==> config.mk <==
export PLATFORM = sky130hd
export DESIGN_NAME = sprite_sort_and_batch_flat
export DESIGN_NICKNAME = d
export VERILOG_FILES = /design/src/ssb_pkg.sv /design/src/ssb_if.sv /design/src/sprite_sort_and_batch.sv /design/src/ssb_ctrl.sv /design/src/ssb_dpath.sv /design/src/flat_wrapper.sv
export SDC_FILE = /design/constraint.sdc
export NUM_CORES = 2
export LEC_CHECK = 0
export BUFFER_PORTS_ARGS = -buffer_cell sky130_fd_sc_hd__buf_2
export CORE_MARGIN = 2
export CORE_UTILIZATION = 61
export CTS_CLUSTER_SIZE = 28
export DETAILED_ROUTE_END_ITERATION = 6
export GPL_TIMING_DRIVEN = 0
export PLACE_DENSITY_LB_ADDON = 0.2
export SETUP_SLACK_MARGIN = 0.4
export SLEW_MARGIN = 10
export SYNTH_ARGS = -nofsm -noshare
export SYNTH_HDL_FRONTEND = slang
export SYNTH_HIERARCHICAL = 1
export SYNTH_SLANG_ARGS = --single-unit
==> constraint.sdc <==
create_clock -name clk_i -period 6.9 [get_ports clk_i]
set_input_delay 0.345 -clock clk_i [delete_from_list [all_inputs] [get_ports clk_i]]
set_output_delay 0.345 -clock clk_i [all_outputs]
set_load 0.1 [all_outputs]
==> src/ssb_pkg.sv <==
package ssb_pkg;

  localparam int MAX_SPRITES       = 32;
  localparam int VERTS_PER_SPRITE  = 6;
  localparam int IDX_W             = $clog2(MAX_SPRITES);
  localparam int CNT_W             = $clog2(MAX_SPRITES + 1);
  localparam int TEX_W             = 32;
  localparam int DEPTH_W           = 16;
  localparam int SRC_W             = 5;
  localparam int OFS_W             = 8;
  localparam int MODE_W            = 2;

  typedef enum logic [MODE_W-1:0] {
    MODE_NONE       = 2'd0,
    MODE_DEPTH_UP   = 2'd1,
    MODE_DEPTH_DOWN = 2'd2,
    MODE_TEX_UP     = 2'd3
  } sort_mode_e;

  typedef struct packed {
    logic [TEX_W-1:0]   tex;
    logic [DEPTH_W-1:0] depth;
  } entry_t;

  typedef struct packed {
    logic [SRC_W-1:0] source_index;
    logic [TEX_W-1:0] texture_out;
    logic             starts_run;
    logic             ends_run;
    logic [OFS_W-1:0] run_offset;
    logic [OFS_W-1:0] run_vertices;
    logic             overflow;
    logic             last_out;
  } out_item_t;

  typedef struct packed {
    logic store;
    logic clr_batch;
    logic rank_fetch;
    logic rank_start;
    logic rank_step;
    logic out_init;
    logic ord_rd;
    logic dat_rd;
    logic latch;
    logic emit;
  } ssb_cmd_t;

  typedef struct packed {
    logic j_last;
    logic i_last;
    logic cur_empty;
    logic more_after;
    logic more_fetch;
    logic k_last;
    logic out_free;
  } ssb_status_t;

  // Unsigned key whose ascending order matches the requested sort order.
  function automatic logic [TEX_W-1:0] sort_key(sort_mode_e m, logic [TEX_W-1:0] tex,
                                               logic [DEPTH_W-1:0] d);
    logic [DEPTH_W-1:0] biased;
    logic [TEX_W-1:0]   key;
    biased = {~d[DEPTH_W-1], d[DEPTH_W-2:0]};
    case (m)
      MODE_DEPTH_UP:   key = TEX_W'(biased);
      MODE_DEPTH_DOWN: key = TEX_W'(~biased);
      MODE_TEX_UP:     key = tex;
      default:         key = '0;
    endcase
    return key;
  endfunction

  function automatic logic [OFS_W-1:0] vert_count(logic [CNT_W-1:0] x);
    logic [15:0] p;
    p = 16'(x) * 16'(VERTS_PER_SPRITE);
    return p[OFS_W-1:0];
  endfunction

endpackage

==> src/ssb_if.sv <==
interface ssb_sprite_if;
  logic                                valid;
  logic                                ready;
  logic [ssb_pkg::TEX_W-1:0]           texture_id;
  logic signed [ssb_pkg::DEPTH_W-1:0]  depth_key;
  logic                                is_last;

  modport source (output valid, texture_id, depth_key, is_last, input ready);
  modport sink   (input valid, texture_id, depth_key, is_last, output ready);
endinterface

interface ssb_result_if;
  logic                      valid;
  logic                      ready;
  logic [ssb_pkg::SRC_W-1:0] source_index;
  logic [ssb_pkg::TEX_W-1:0] texture_out;
  logic                      starts_run;
  logic                      ends_run;
  logic [ssb_pkg::OFS_W-1:0] run_offset;
  logic [ssb_pkg::OFS_W-1:0] run_vertices;
  logic                      overflow;
  logic                      last_out;

  modport source (output valid, source_index, texture_out, starts_run, ends_run,
                  run_offset, run_vertices, overflow, last_out, input ready);
  modport sink   (input valid, source_index, texture_out, starts_run, ends_run,
                  run_offset, run_vertices, overflow, last_out, output ready);
endinterface

interface ssb_cfg_if;
  logic                       valid;
  logic                       ready;
  logic [ssb_pkg::MODE_W-1:0] sort_mode;

  modport source (output valid, sort_mode, input ready);
  modport sink   (input valid, sort_mode, output ready);
endinterface

==> src/sprite_sort_and_batch.sv <==
// Channel    Dir  Handshake      Payload
// sprite_i   in   valid/ready    texture_id, depth_key, is_last
// result_o   out  valid/ready    source_index, texture_out, starts_run, ends_run,
//                                run_offset, run_vertices, overflow, last_out
// cfg_i      in   valid/ready    sort_mode (ready always high)
//
// Sprites load one per cycle while the block is in its load state. Closing a batch
// of n sprites ranks every entry against all others through the single entry-memory
// read port, then fetches each result through the order memory.
// Reset empties the batch and sets sort_mode to texture ascending.
// A stalled result holds in the output register; fetching of the next one goes
// on meanwhile, and the next batch may start loading while the final item waits.
module sprite_sort_and_batch (
  input  logic         clk_i,
  input  logic         rst_ni,
  ssb_sprite_if.sink   sprite_i,
  ssb_result_if.source result_o,
  ssb_cfg_if.sink      cfg_i
);
  import ssb_pkg::*;

  ssb_cmd_t    cmd;
  ssb_status_t status;
  logic        in_ready;
  logic        out_valid;
  out_item_t   out_item;

  ssb_ctrl u_ctrl (
    .clk_i      (clk_i),
    .rst_ni     (rst_ni),
    .in_valid_i (sprite_i.valid),
    .in_last_i  (sprite_i.is_last),
    .in_ready_o (in_ready),
    .status_i   (status),
    .cmd_o      (cmd)
  );

  ssb_dpath u_dpath (
    .clk_i        (clk_i),
    .rst_ni       (rst_ni),
    .cfg_valid_i  (cfg_i.valid),
    .cfg_mode_i   (cfg_i.sort_mode),
    .texture_id_i (sprite_i.texture_id),
    .depth_key_i  (sprite_i.depth_key),
    .cmd_i        (cmd),
    .status_o     (status),
    .out_ready_i  (result_o.ready),
    .out_valid_o  (out_valid),
    .out_item_o   (out_item)
  );

  assign sprite_i.ready        = in_ready;
  assign cfg_i.ready           = 1'b1;
  assign result_o.valid        = out_valid;
  assign result_o.source_index = out_item.source_index;
  assign result_o.texture_out  = out_item.texture_out;
  assign result_o.starts_run   = out_item.starts_run;
  assign result_o.ends_run     = out_item.ends_run;
  assign result_o.run_offset   = out_item.run_offset;
  assign result_o.run_vertices = out_item.run_vertices;
  assign result_o.overflow     = out_item.overflow;
  assign result_o.last_out     = out_item.last_out;

endmodule

==> src/ssb_ctrl.sv <==
module ssb_ctrl (
  input  logic                 clk_i,
  input  logic                 rst_ni,
  input  logic                 in_valid_i,
  input  logic                 in_last_i,
  output logic                 in_ready_o,
  input  ssb_pkg::ssb_status_t status_i,
  output ssb_pkg::ssb_cmd_t    cmd_o
);
  import ssb_pkg::*;

  typedef enum logic [3:0] {
    ST_LOAD,
    ST_RK_FETCH,
    ST_RK_LATCH,
    ST_RK_SCAN,
    ST_OUT_INIT,
    ST_FT_ORD,
    ST_FT_DAT,
    ST_FT_LATCH,
    ST_EMIT
  } state_e;

  state_e state_q, state_d;

  always_comb begin
    state_d    = state_q;
    cmd_o      = '0;
    in_ready_o = 1'b0;
    case (state_q)
      ST_LOAD: begin
        in_ready_o = 1'b1;
        if (in_valid_i) begin
          cmd_o.store = 1'b1;
          if (in_last_i) begin
            state_d = ST_RK_FETCH;
          end
        end
      end
      ST_RK_FETCH: begin
        cmd_o.rank_fetch = 1'b1;
        state_d          = ST_RK_LATCH;
      end
      ST_RK_LATCH: begin
        cmd_o.rank_start = 1'b1;
        state_d          = ST_RK_SCAN;
      end
      ST_RK_SCAN: begin
        cmd_o.rank_step = 1'b1;
        if (status_i.j_last) begin
          state_d = status_i.i_last ? ST_OUT_INIT : ST_RK_FETCH;
        end
      end
      ST_OUT_INIT: begin
        cmd_o.out_init = 1'b1;
        state_d        = ST_FT_ORD;
      end
      ST_FT_ORD: begin
        cmd_o.ord_rd = 1'b1;
        state_d      = ST_FT_DAT;
      end
      ST_FT_DAT: begin
        cmd_o.dat_rd = 1'b1;
        state_d      = ST_FT_LATCH;
      end
      ST_FT_LATCH: begin
        cmd_o.latch = 1'b1;
        // first fetch fills the current slot, then look one ahead
        if (status_i.cur_empty && status_i.more_after) begin
          state_d = ST_FT_ORD;
        end else begin
          state_d = ST_EMIT;
        end
      end
      ST_EMIT: begin
        if (status_i.out_free) begin
          cmd_o.emit = 1'b1;
          if (status_i.k_last) begin
            cmd_o.clr_batch = 1'b1;
            state_d         = ST_LOAD;
          end else if (status_i.more_fetch) begin
            state_d = ST_FT_ORD;
          end
        end
      end
      default: state_d = ST_LOAD;
    endcase
  end

  always_ff @(posedge clk_i or negedge rst_ni) begin
    if (!rst_ni) begin
      state_q <= ST_LOAD;
    end else begin
      state_q <= state_d;
    end
  end

endmodule

==> src/ssb_dpath.sv <==
module ssb_dpath (
  input  logic                                clk_i,
  input  logic                                rst_ni,
  input  logic                                cfg_valid_i,
  input  logic [ssb_pkg::MODE_W-1:0]          cfg_mode_i,
  input  logic [ssb_pkg::TEX_W-1:0]           texture_id_i,
  input  logic signed [ssb_pkg::DEPTH_W-1:0]  depth_key_i,
  input  ssb_pkg::ssb_cmd_t                   cmd_i,
  output ssb_pkg::ssb_status_t                status_o,
  input  logic                                out_ready_i,
  output logic                                out_valid_o,
  output ssb_pkg::out_item_t                  out_item_o
);
  import ssb_pkg::*;

  entry_t             mem_q [MAX_SPRITES];
  logic [IDX_W-1:0]   ord_mem_q [MAX_SPRITES];

  sort_mode_e         mode_q;
  logic [CNT_W-1:0]   count_q;
  logic               drop_q;
  logic [IDX_W-1:0]   i_q, j_q, rank_q, k_q, run_start_q;
  logic [CNT_W-1:0]   f_q;
  logic [TEX_W-1:0]   key_i_q;
  entry_t             rdata_q;
  logic [IDX_W-1:0]   ord_rdata_q;
  logic [TEX_W-1:0]   cur_tex_q, nxt_tex_q, prev_tex_q;
  logic [IDX_W-1:0]   cur_idx_q, nxt_idx_q;
  logic               out_valid_q;
  out_item_t          out_q;

  logic               full;
  logic               rd_en;
  logic [IDX_W-1:0]   rd_addr;
  logic [TEX_W-1:0]   key_j;
  logic               prec;
  logic [IDX_W-1:0]   rank_nx;
  logic [CNT_W-1:0]   last_pos;
  logic               starts, ends;
  logic [IDX_W-1:0]   rs;
  logic [CNT_W-1:0]   run_len;
  logic               out_free;

  assign full     = (count_q == CNT_W'(MAX_SPRITES));
  assign last_pos = count_q - 1'b1;

  always_comb begin
    rd_en   = 1'b1;
    rd_addr = i_q;
    if (cmd_i.rank_start) begin
      rd_addr = '0;
    end else if (cmd_i.rank_step) begin
      rd_addr = j_q + 1'b1;
    end else if (cmd_i.dat_rd) begin
      rd_addr = ord_rdata_q;
    end else if (!cmd_i.rank_fetch) begin
      rd_en = 1'b0;
    end
  end

  // j goes before i: smaller key, or equal key and earlier arrival
  assign key_j   = sort_key(mode_q, rdata_q.tex, rdata_q.depth);
  assign prec    = (key_j < key_i_q) || ((key_j == key_i_q) && (j_q < i_q));
  assign rank_nx = rank_q + IDX_W'(prec);

  assign starts  = (k_q == '0) || (prev_tex_q != cur_tex_q);
  assign ends    = status_o.k_last || (nxt_tex_q != cur_tex_q);
  assign rs      = starts ? k_q : run_start_q;
  assign run_len = CNT_W'(k_q - rs) + 1'b1;
  assign out_free = !out_valid_q || out_ready_i;

  always_comb begin
    status_o            = '0;
    status_o.j_last     = (CNT_W'(j_q) == last_pos);
    status_o.i_last     = (CNT_W'(i_q) == last_pos);
    status_o.cur_empty  = (f_q == '0);
    status_o.more_after = (CNT_W'(f_q + 1'b1) < count_q);
    status_o.more_fetch = (f_q < count_q);
    status_o.k_last     = (CNT_W'(k_q) == last_pos);
    status_o.out_free   = out_free;
  end

  // storage, no reset
  always_ff @(posedge clk_i) begin
    if (cmd_i.store && !full) begin
      mem_q[count_q[IDX_W-1:0]] <= '{tex: texture_id_i, depth: $unsigned(depth_key_i)};
    end
    if (rd_en) begin
      rdata_q <= mem_q[rd_addr];
    end
  end

  always_ff @(posedge clk_i) begin
    if (cmd_i.rank_step && status_o.j_last) begin
      ord_mem_q[rank_nx] <= i_q;
    end
    if (cmd_i.ord_rd) begin
      ord_rdata_q <= ord_mem_q[f_q[IDX_W-1:0]];
    end
  end

  always_ff @(posedge clk_i) begin
    if (cmd_i.rank_start) begin
      key_i_q <= sort_key(mode_q, rdata_q.tex, rdata_q.depth);
    end
    if (cmd_i.latch) begin
      if (f_q == '0) begin
        cur_tex_q <= rdata_q.tex;
        cur_idx_q <= ord_rdata_q;
      end else begin
        nxt_tex_q <= rdata_q.tex;
        nxt_idx_q <= ord_rdata_q;
      end
    end
    if (cmd_i.emit) begin
      prev_tex_q              <= cur_tex_q;
      cur_tex_q               <= nxt_tex_q;
      cur_idx_q               <= nxt_idx_q;
      out_q.source_index      <= SRC_W'(cur_idx_q);
      out_q.texture_out       <= cur_tex_q;
      out_q.starts_run        <= starts;
      out_q.ends_run          <= ends;
      out_q.run_offset        <= vert_count(CNT_W'(rs));
      out_q.run_vertices      <= ends ? vert_count(run_len) : '0;
      out_q.overflow          <= drop_q;
      out_q.last_out          <= status_o.k_last;
    end
  end

  always_ff @(posedge clk_i or negedge rst_ni) begin
    if (!rst_ni) begin
      mode_q      <= MODE_TEX_UP;
      count_q     <= '0;
      drop_q      <= 1'b0;
      i_q         <= '0;
      j_q         <= '0;
      rank_q      <= '0;
      k_q         <= '0;
      f_q         <= '0;
      run_start_q <= '0;
      out_valid_q <= 1'b0;
    end else begin
      if (cfg_valid_i) begin
        mode_q <= sort_mode_e'(cfg_mode_i);
      end
      if (cmd_i.store) begin
        if (full) begin
          drop_q <= 1'b1;
        end else begin
          count_q <= count_q + 1'b1;
        end
      end
      if (cmd_i.rank_start) begin
        j_q    <= '0;
        rank_q <= '0;
      end
      if (cmd_i.rank_step) begin
        j_q    <= j_q + 1'b1;
        rank_q <= rank_nx;
        if (status_o.j_last) begin
          i_q <= i_q + 1'b1;
        end
      end
      if (cmd_i.out_init) begin
        k_q <= '0;
        f_q <= '0;
      end
      if (cmd_i.latch) begin
        f_q <= f_q + 1'b1;
      end
      if (cmd_i.emit) begin
        k_q         <= k_q + 1'b1;
        run_start_q <= rs;
        out_valid_q <= 1'b1;
      end else if (out_ready_i) begin
        out_valid_q <= 1'b0;
      end
      if (cmd_i.clr_batch) begin
        count_q <= '0;
        drop_q  <= 1'b0;
        i_q     <= '0;
      end
    end
  end

  assign out_valid_o = out_valid_q;
  assign out_item_o  = out_q;

endmodule
==> src/flat_wrapper.sv <==
// flat-port wrapper written by rule: the top's interface ports become plain ports
module sprite_sort_and_batch_flat import ssb_pkg::*;
  (clk_i, rst_ni, sprite_i_valid, sprite_i_texture_id, sprite_i_depth_key, sprite_i_is_last, sprite_i_ready, result_o_valid, result_o_source_index, result_o_texture_out, result_o_starts_run, result_o_ends_run, result_o_run_offset, result_o_run_vertices, result_o_overflow, result_o_last_out, result_o_ready, cfg_i_valid, cfg_i_sort_mode, cfg_i_ready);
  ssb_sprite_if sprite_i_i ();
  ssb_result_if result_o_i ();
  ssb_cfg_if cfg_i_i ();
  input  logic clk_i;
  input  logic rst_ni;
  input wire logic [$bits(sprite_i_i.valid)-1:0] sprite_i_valid;
  input wire logic [$bits(sprite_i_i.texture_id)-1:0] sprite_i_texture_id;
  input wire logic [$bits(sprite_i_i.depth_key)-1:0] sprite_i_depth_key;
  input wire logic [$bits(sprite_i_i.is_last)-1:0] sprite_i_is_last;
  output wire logic [$bits(sprite_i_i.ready)-1:0] sprite_i_ready;
  output wire logic [$bits(result_o_i.valid)-1:0] result_o_valid;
  output wire logic [$bits(result_o_i.source_index)-1:0] result_o_source_index;
  output wire logic [$bits(result_o_i.texture_out)-1:0] result_o_texture_out;
  output wire logic [$bits(result_o_i.starts_run)-1:0] result_o_starts_run;
  output wire logic [$bits(result_o_i.ends_run)-1:0] result_o_ends_run;
  output wire logic [$bits(result_o_i.run_offset)-1:0] result_o_run_offset;
  output wire logic [$bits(result_o_i.run_vertices)-1:0] result_o_run_vertices;
  output wire logic [$bits(result_o_i.overflow)-1:0] result_o_overflow;
  output wire logic [$bits(result_o_i.last_out)-1:0] result_o_last_out;
  input wire logic [$bits(result_o_i.ready)-1:0] result_o_ready;
  input wire logic [$bits(cfg_i_i.valid)-1:0] cfg_i_valid;
  input wire logic [$bits(cfg_i_i.sort_mode)-1:0] cfg_i_sort_mode;
  output wire logic [$bits(cfg_i_i.ready)-1:0] cfg_i_ready;
  assign sprite_i_i.valid = sprite_i_valid;
  assign sprite_i_i.texture_id = sprite_i_texture_id;
  assign sprite_i_i.depth_key = sprite_i_depth_key;
  assign sprite_i_i.is_last = sprite_i_is_last;
  assign sprite_i_ready = sprite_i_i.ready;
  assign result_o_valid = result_o_i.valid;
  assign result_o_source_index = result_o_i.source_index;
  assign result_o_texture_out = result_o_i.texture_out;
  assign result_o_starts_run = result_o_i.starts_run;
  assign result_o_ends_run = result_o_i.ends_run;
  assign result_o_run_offset = result_o_i.run_offset;
  assign result_o_run_vertices = result_o_i.run_vertices;
  assign result_o_overflow = result_o_i.overflow;
  assign result_o_last_out = result_o_i.last_out;
  assign result_o_i.ready = result_o_ready;
  assign cfg_i_i.valid = cfg_i_valid;
  assign cfg_i_i.sort_mode = cfg_i_sort_mode;
  assign cfg_i_ready = cfg_i_i.ready;
  sprite_sort_and_batch u_core (.clk_i(clk_i), .rst_ni(rst_ni), .sprite_i(sprite_i_i), .result_o(result_o_i), .cfg_i(cfg_i_i));
endmodule
# Yosys cells after proc, flatten, opt, wreduce, memory -nomap -nowiden
# Memory sizes are Yosys's and may differ from the RTL's. A register that Yosys moved wholly into a read port is not among the register bits.
# Index checks and enable logic that the tools add are counted.
dict set report word_totals {
  regBits 207
  latchBits 0
  ramBits 1696
  rom_bits 0
  out_inout_bits 60
  elab_cells 159
  n_memories 2
}
# memory words word_bits rd rd_ports_with_merged_regs write_ports line
set memory_table {}
lappend memory_table {u_core.u_dpath.mem_q 32 48 1 1 1 ssb_dpath.sv:16} ;# entry_t mem_q [MAX_SPRITES];
lappend memory_table {u_core.u_dpath.ord_mem_q 32 5 1 1 1 ssb_dpath.sv:17} ;# logic [IDX_W-1:0] ord_mem_q [MAX_SPRITES];
dict set report classes {
  addsub 9
  n_mul 2
  div 0
  n_lt_le_gt_ge 4
  eq_ne 24
  shifts 0
  muxes 61
  bitwise_logic 3
  n_reduce_logical 29
}
# operator count
set ops {}
lappend ops {{32-bit 2-to-1 mux} 3}
lappend ops {{32-bit one-hot mux with 3 select lines} 1}
lappend ops {{5-bit 2-to-1 mux} 15}
lappend ops {{32-bit inequality test} 2}
lappend ops {{4-bit one-hot mux with 9 select lines} 1}
lappend ops {{32-bit equality test} 1}
lappend ops {{32-bit < comparator} 1}
lappend ops {{16-bit inverter with 32-bit output} 1}
lappend ops {{6-bit 2-to-1 mux} 5}
lappend ops {{1-bit 2-to-1 mux} 28}
lappend ops {{4-bit 2-to-1 mux} 7}
lappend ops {{2-bit nonzero test} 10}
lappend ops {{6-bit by 1-bit adder with 6-bit output (second input constant)} 3}
lappend ops {{5-bit by 6-bit equality test with 1-bit output} 3}
lappend ops {{4-bit by 3-bit equality test with 1-bit output (second input constant)} 4}
lappend ops {{5-bit by 1-bit adder with 5-bit output (second input constant)} 3}
lappend ops {{6-bit < comparator} 2}
lappend ops {{2-bit AND reduction} 5}
lappend ops {{4-bit by 2-bit equality test with 1-bit output (second input constant)} 2}
lappend ops {{2-bit inequality test (second input constant)} 4}
lappend ops {{5-bit by 2-bit multiplier with 7-bit output (second input constant)} 1}
lappend ops {{6-bit by 2-bit multiplier with 7-bit output (second input constant)} 1}
lappend ops {{6-bit equality test (second input constant)} 1}
lappend ops {{6-bit zero test} 1}
lappend ops {{other kinds (18)} 27}

# Longest topological paths before layout
dict set report logic_depth {
  ltp_word 8
  mapped_depth 21
  depth_no_buf 21
}

# Hierarchy
# Netlist, hierarchy kept.
# module instances cells_each area_each_um2 seq_area_each_um2
set modules_own_cells {}
lappend modules_own_cells {ssb_dpath 1 4837 78398.9 58383.5}
lappend modules_own_cells {ssb_ctrl 1 48 357.8 100.1}
lappend modules_own_cells {sprite_sort_and_batch 1 2 11.3 0.0}

# Worst setup path before layout
# Ideal clock, no wire load.
dict set report synth_timing {
  path_kind {reg2reg}
  startpoint {register u_core.u_ctrl.state_q[3]}
  endpoint {memory u_core/u_dpath/mem_q[16][0] in the netlist's numbering, enable pin}
  t_arrival_ns 7.572
  required_time_ns 6.387
  path_slack_ns -1.185
  stages_incl_launch_ff 7
  n_path_buf 2
  synth_period_minus_slack_ns 8.085
  cell_sequence {dfrtp_1 > clkbuf_1 > nor4_1 > and2_1 > clkbuf_1 > nand3_1 > nor3_1}
}
# item line
set synth_rtl {}
lappend synth_rtl {{start, declared} ssb_ctrl.sv:24} ;# state_e state_q, state_d;
lappend synth_rtl {{start signal, assigned} ssb_ctrl.sv:94} ;# state_q <= state_d;
lappend synth_rtl {{end, declared} ssb_dpath.sv:16}

# Worst setup path in the final report
dict set report layout_timing {
  startpoint {register u_core.u_dpath.k_q[0]}
  endpoint {register, netlist name u_core/u_dpath/out_item_o[9]}
}
dict set report layout_via {
  elab_chain_len 6
  elab_cells_between_ends 8
  classes_between {add/sub (2); mul (1); eq/ne (1); mux (1); reduce/logical (3)}
}
# item line
set layout_lines {}
lappend layout_lines {{start, declared} ssb_dpath.sv:22} ;# logic [IDX_W-1:0] i_q, j_q, rank_q, k_q, run_start_q;
lappend layout_lines {{start signal, assigned} ssb_dpath.sv:172} ;# k_q <= k_q + 1'b1;
lappend layout_lines {{5-bit zero test} ssb_dpath.sv:66} ;# assign starts = (k_q == '0) || (prev_tex_q != cur_tex_q);
lappend layout_lines {{1-bit logical OR} ssb_dpath.sv:66}
lappend layout_lines {{5-bit 2-to-1 mux} ssb_dpath.sv:68} ;# assign rs = starts ? k_q : run_start_q;
lappend layout_lines {{via u_core.u_dpath.rs[1]} ssb_dpath.sv:40} ;# logic [IDX_W-1:0] rs;
lappend layout_lines {{5-bit by 5-bit subtractor with 6-bit output} ssb_dpath.sv:69} ;# assign run_len = CNT_W'(k_q - rs) + 1'b1;
lappend layout_lines {{6-bit by 1-bit adder with 6-bit output} ssb_dpath.sv:69}
lappend layout_lines {{6-bit by 2-bit multiplier with 7-bit output} ssb_pkg.sv:76} ;# p = 16'(x) * 16'(VERTS_PER_SPRITE);
# The timed path passes the listed nets, and every way through them passes these cells.
# A chain may end at the register's enable or synchronous reset.

==> reports/metrics.csv <==
stage,metric,value,unit
sta,max-slew violation count,0,
sta,max_slew headroom,12.1,%
clock_network,"Clk Latency, worst-skew pair",0.82,ns
floorplan,Starting Density,61.6,%
synth,largest family of logic cells by synthesized area,multiplexers,
pwr,VDD IR max,0.314,mV
setup_path,"Worst Path Class, Setup",reg -> reg,
placed_design,routability congestion estimate,0.885,
floorplan,Core Region,0.128,sq mm
worst_hold_path,Hold Path Origin,sprite_i_texture_id[10],
synth,top post-synthesis cells by area,"edfxtp_1 (73%), mux2i_1 (7.6%), a21oi_1 (2.6%)",
synth,post-synthesis compound-gate area fraction,6.95,%
synth,Main synth FF type,edfxtp_1,
synth,most frequent cell after synthesis,edfxtp_1,
setup_path,Crit path largest cell delay,0.76,ns
clock_network,Post-CTS Setup Bufs,0,
sta,Fin Hold WS,0.0342,ns
clock_network,CTS Sinks,1955,
clock_network,clk buf depth,3,
placed_design,dpl ws,1.40,ns
synth,xor/xnor share of the synthesized area,1.30,%
floorplan,DIE AREA,0.132,sq mm
worst_hold_path,WHS Path Cells,1,
sta,fin crit period,5.53,ns
synth,sequential share of the synthesized area,74.2,%
setup_path,cell repeated most along the worst path,inv_1,
synth,"area leader, netlist",edfxtp_1,
synth,share of the synthesized area in the top cell type,72.8,%
setup_path,critical-path cell list,"inv_1, ha_1, nor4b_1, nor4_1, nand3_1, nor3_2, mux2i_1, inv_1, ha_1, inv_1, ha_1, inv_1, fa_1, inv_1, ha_1, a21o_1, a21oi_1, o21bai_1, a21oi_1, xnor2_1, nor2b_1",
drt,WL final,200000,microns
setup_path,worst-case reg-to-reg path depth,21,
synth,Netlist Area Pre-Place,0.0788,sq mm
sta,crit share post-route,80.2,%
sta,RSZ-0062 raised after global routing,false,
sta,PnR worst setup slack,1.37,ns
floorplan,row cnt,131,
pwr,PD cells,454,mW/mm^2
sta,final hold violation count,0,
setup_path,RR Endpoint,u_core/u_dpath/out_item_o[9],
drt,total DRC errors in the routed layout,2,
grt,vias in the first global route,45106,
clock_network,root buf cell,clkbuf_16,
synth,Simple-Gate Fraction of Synth Area,4.28,%
setup_path,"slowest stage cell, crit path",nor3_2,
worst_hold_path,Tightest Hold Check Type,in -> reg,
synth,Post-synth ARST share,2.30,%
synth,"Avg Cell Area, Syn",16.1,sq um
clock_network,H-tree depth,4,
grt,Congestion Overflow GR,0,
synth,Gate Count Post-Synth,4887,
synth,adder-cell area share of the yosys netlist,1.33,%
setup_path,WP data required,7.43,ns
floorplan,Die Ht,363,microns
clock_network,CTS resizes,0,
clock_network,"Reg clk slew, reported paths",0.06,ns
setup_path,CP max FO,8,
sta,Worst-Margin Slew,1.31,ns
floorplan,Die Wd,363,microns
grt,Tot GR Track Use,30.4,%
setup_path,Critical Path Start Type,flip-flop,
setup_path,reg2reg start,u_core/u_dpath/k_q[0],
flow_run,maxcap violations,0,
drt,Avg WL per Cell,28.2,microns
synth,post-synthesis mux area share,9.61,%
finish,Area Overhead vs Synth,13.4,%
synth,Post-synth top cells,"edfxtp_1 (1910), mux2i_1 (599), nand2_1 (446), a21oi_1 (413), o22ai_1 (193)",
sta,Worst Clk Skew,0.0279,ns
clock_network,CTS Hold Bufs,14,
finish,Final nets,5431,
synth,"Warnings, synthesis",6,
setup_path,WP data arrival,6.06,ns
sta,fmax,181,MHz
worst_hold_path,sink of the worst hold path,u_core/u_dpath/mem_q[23][26],
placed_design,half-perimeter wire length after placement,138000,microns
drt,remaining antenna violation count after routing,0,
floorplan,Ports,116,
setup_path,register-to-register setup slack,1.37,ns
grt,wire length of the first global-routing pass,292000,microns
drt,via count,45960,
drt,TritonRoute pass-1 iters,7,
grt,initial antenna violation count,21,
finish,share of cells above drive strength 1,15.1,%
synth,Yosys reg bits,1955,
setup_path,CP Capture Type,flip-flop,
pwr,Leakage Power,31.8,nW
status,status,"finished, violations left",
sta,# setup viols final,0,
grt,largest net degree at the start of global routing,60,
drt,via/cell ratio,6.47,
clock_network,Inserted Clock Buffers,188,
clock_network,TritonCTS clock tree,done,
drt,drt first-iter violations,6120,
synth,Cell variety after synth,73,
status,failing checks,DRC,
synth,Post-synth EDFFs,1910,
placed_design,port bufs,112,
report_power, final:
group          switching, mW  leakage (nW)  internal, mW
Sequential             0.210          18.2          13.5
Clock                   4.24          2.85          5.58
Combinational           11.3          10.8          5.65
Total                   15.8          31.8          24.7
logic make-up after synthesis:
kind of cell | after synthesis
adder cells (fa/ha/maj) | 82
multiplexers | 689
XOR/XNOR | 115
flip-flops | 1955
AND/OR/NAND/NOR | 758
other | 2
buffers and inverters | 376
AO/OA/AOI/OAI | 910
routing by layer:
metal	wire length (microns)	vias up	global-route usage, %
met2	96300	2590	49.3
met4	8520	10	12.8
met5	62	-	0
li1	-	19747	-
met1	75100	23166	40.6
met3	20200	447	5.93
worst max path at each step:
stage | start | end | slack, ns | cells after the start
6_report | u_core/u_dpath/k_q[0] | u_core/u_dpath/out_item_o[9] | 1.37 | 21
5_1_grt | u_core/u_dpath/k_q[0] | u_core/u_dpath/out_item_o[9] | 1.10 | 21
4_1_cts | u_core/u_dpath/k_q[0] | u_core/u_dpath/out_item_o[9] | 1.36 | 21
3_5_place_dp | u_core/u_dpath/k_q[0] | u_core/u_dpath/out_item_o[9] | 1.40 | 21
3_3_place_gp | u_core/u_ctrl/state_q[3] | u_core/u_dpath/rdata_q[45] | -2.44 | 10
2_1_floorplan | u_core/u_ctrl/state_q[3] | u_core/u_dpath/mem_q[10][0] | 1.21 | 7
placed cells by master (no fill, tap or decap), drive strengths merged, types with 13 or more instances in the layout:
cell / n
ha: 79
mux2: 40
bufinv: 13
o21ai: 43
clkinv: 75
dfrtp: 43
nor2: 123
nand4: 14
a22oi: 192
nand2b: 17
nor3: 18
a21o: 21
xor2: 83
nand3: 29
inv: 92
edfxtp: 1910
buf: 401
a21boi: 17
mux2i: 599
a21oi: 414
o22ai: 193
clkbuf: 331
mux4: 50
xnor2: 31
dlygate4sd3: 14
nand2: 447
nor4: 71
through the flow:
step	setup TNS, ns	power, mW	utilization, %	instance area [sq um]	instances
2_1_floorplan	0	23.9	-	78800	4888
3_3_place_gp	-97.79	29.7	63.7	81400	6662
3_5_place_dp	0	30.4	65.2	83300	6750
4_1_cts	0	40.2	69.8	89300	7099
5_1_grt	0	41.8	69.9	89300	7100
6_report	0	40.5	69.9	89300	7102
cell type report:
class	instances	area [sq um]
Antenna cell	2	5.00
Clock inverter	93	786
Multi-Input combinational cell	2557	18900
Sequential cell	1955	58500
Buffer	289	1460
Inverter	87	328
Clock buffer	242	5010
Tap cell	1662	2080
Fill cell	8128	38500
Timing Repair Buffer	215	2210
critical path: cells and delay by family, from the launching register on:
kind	cells	cell delay, ns
AND/OR/NAND/NOR	5	1.63
adder cells (fa/ha/maj)	5	1.54
AO/OA/AOI/OAI	4	0.63
flip-flops	1	0.56
buffers and inverters	5	0.43
multiplexers	1	0.36
XOR/XNOR	1	0.08
flip-flops by register name, summed over array words and instances (netlist names), 6 cells and up:
signal and count:
u_core/u_dpath/count_q 6, u_core/u_dpath/cur_tex_q 32, u_core/u_dpath/f_q 6, u_core/u_dpath/key_i_q 32, u_core/u_dpath/mem_q 1536, u_core/u_dpath/nxt_tex_q 32, u_core/u_dpath/ord_mem_q 160, u_core/u_dpath/out_item_o 55
u_core/u_dpath/rdata_q 48
(Power assumes the default switching activity.)
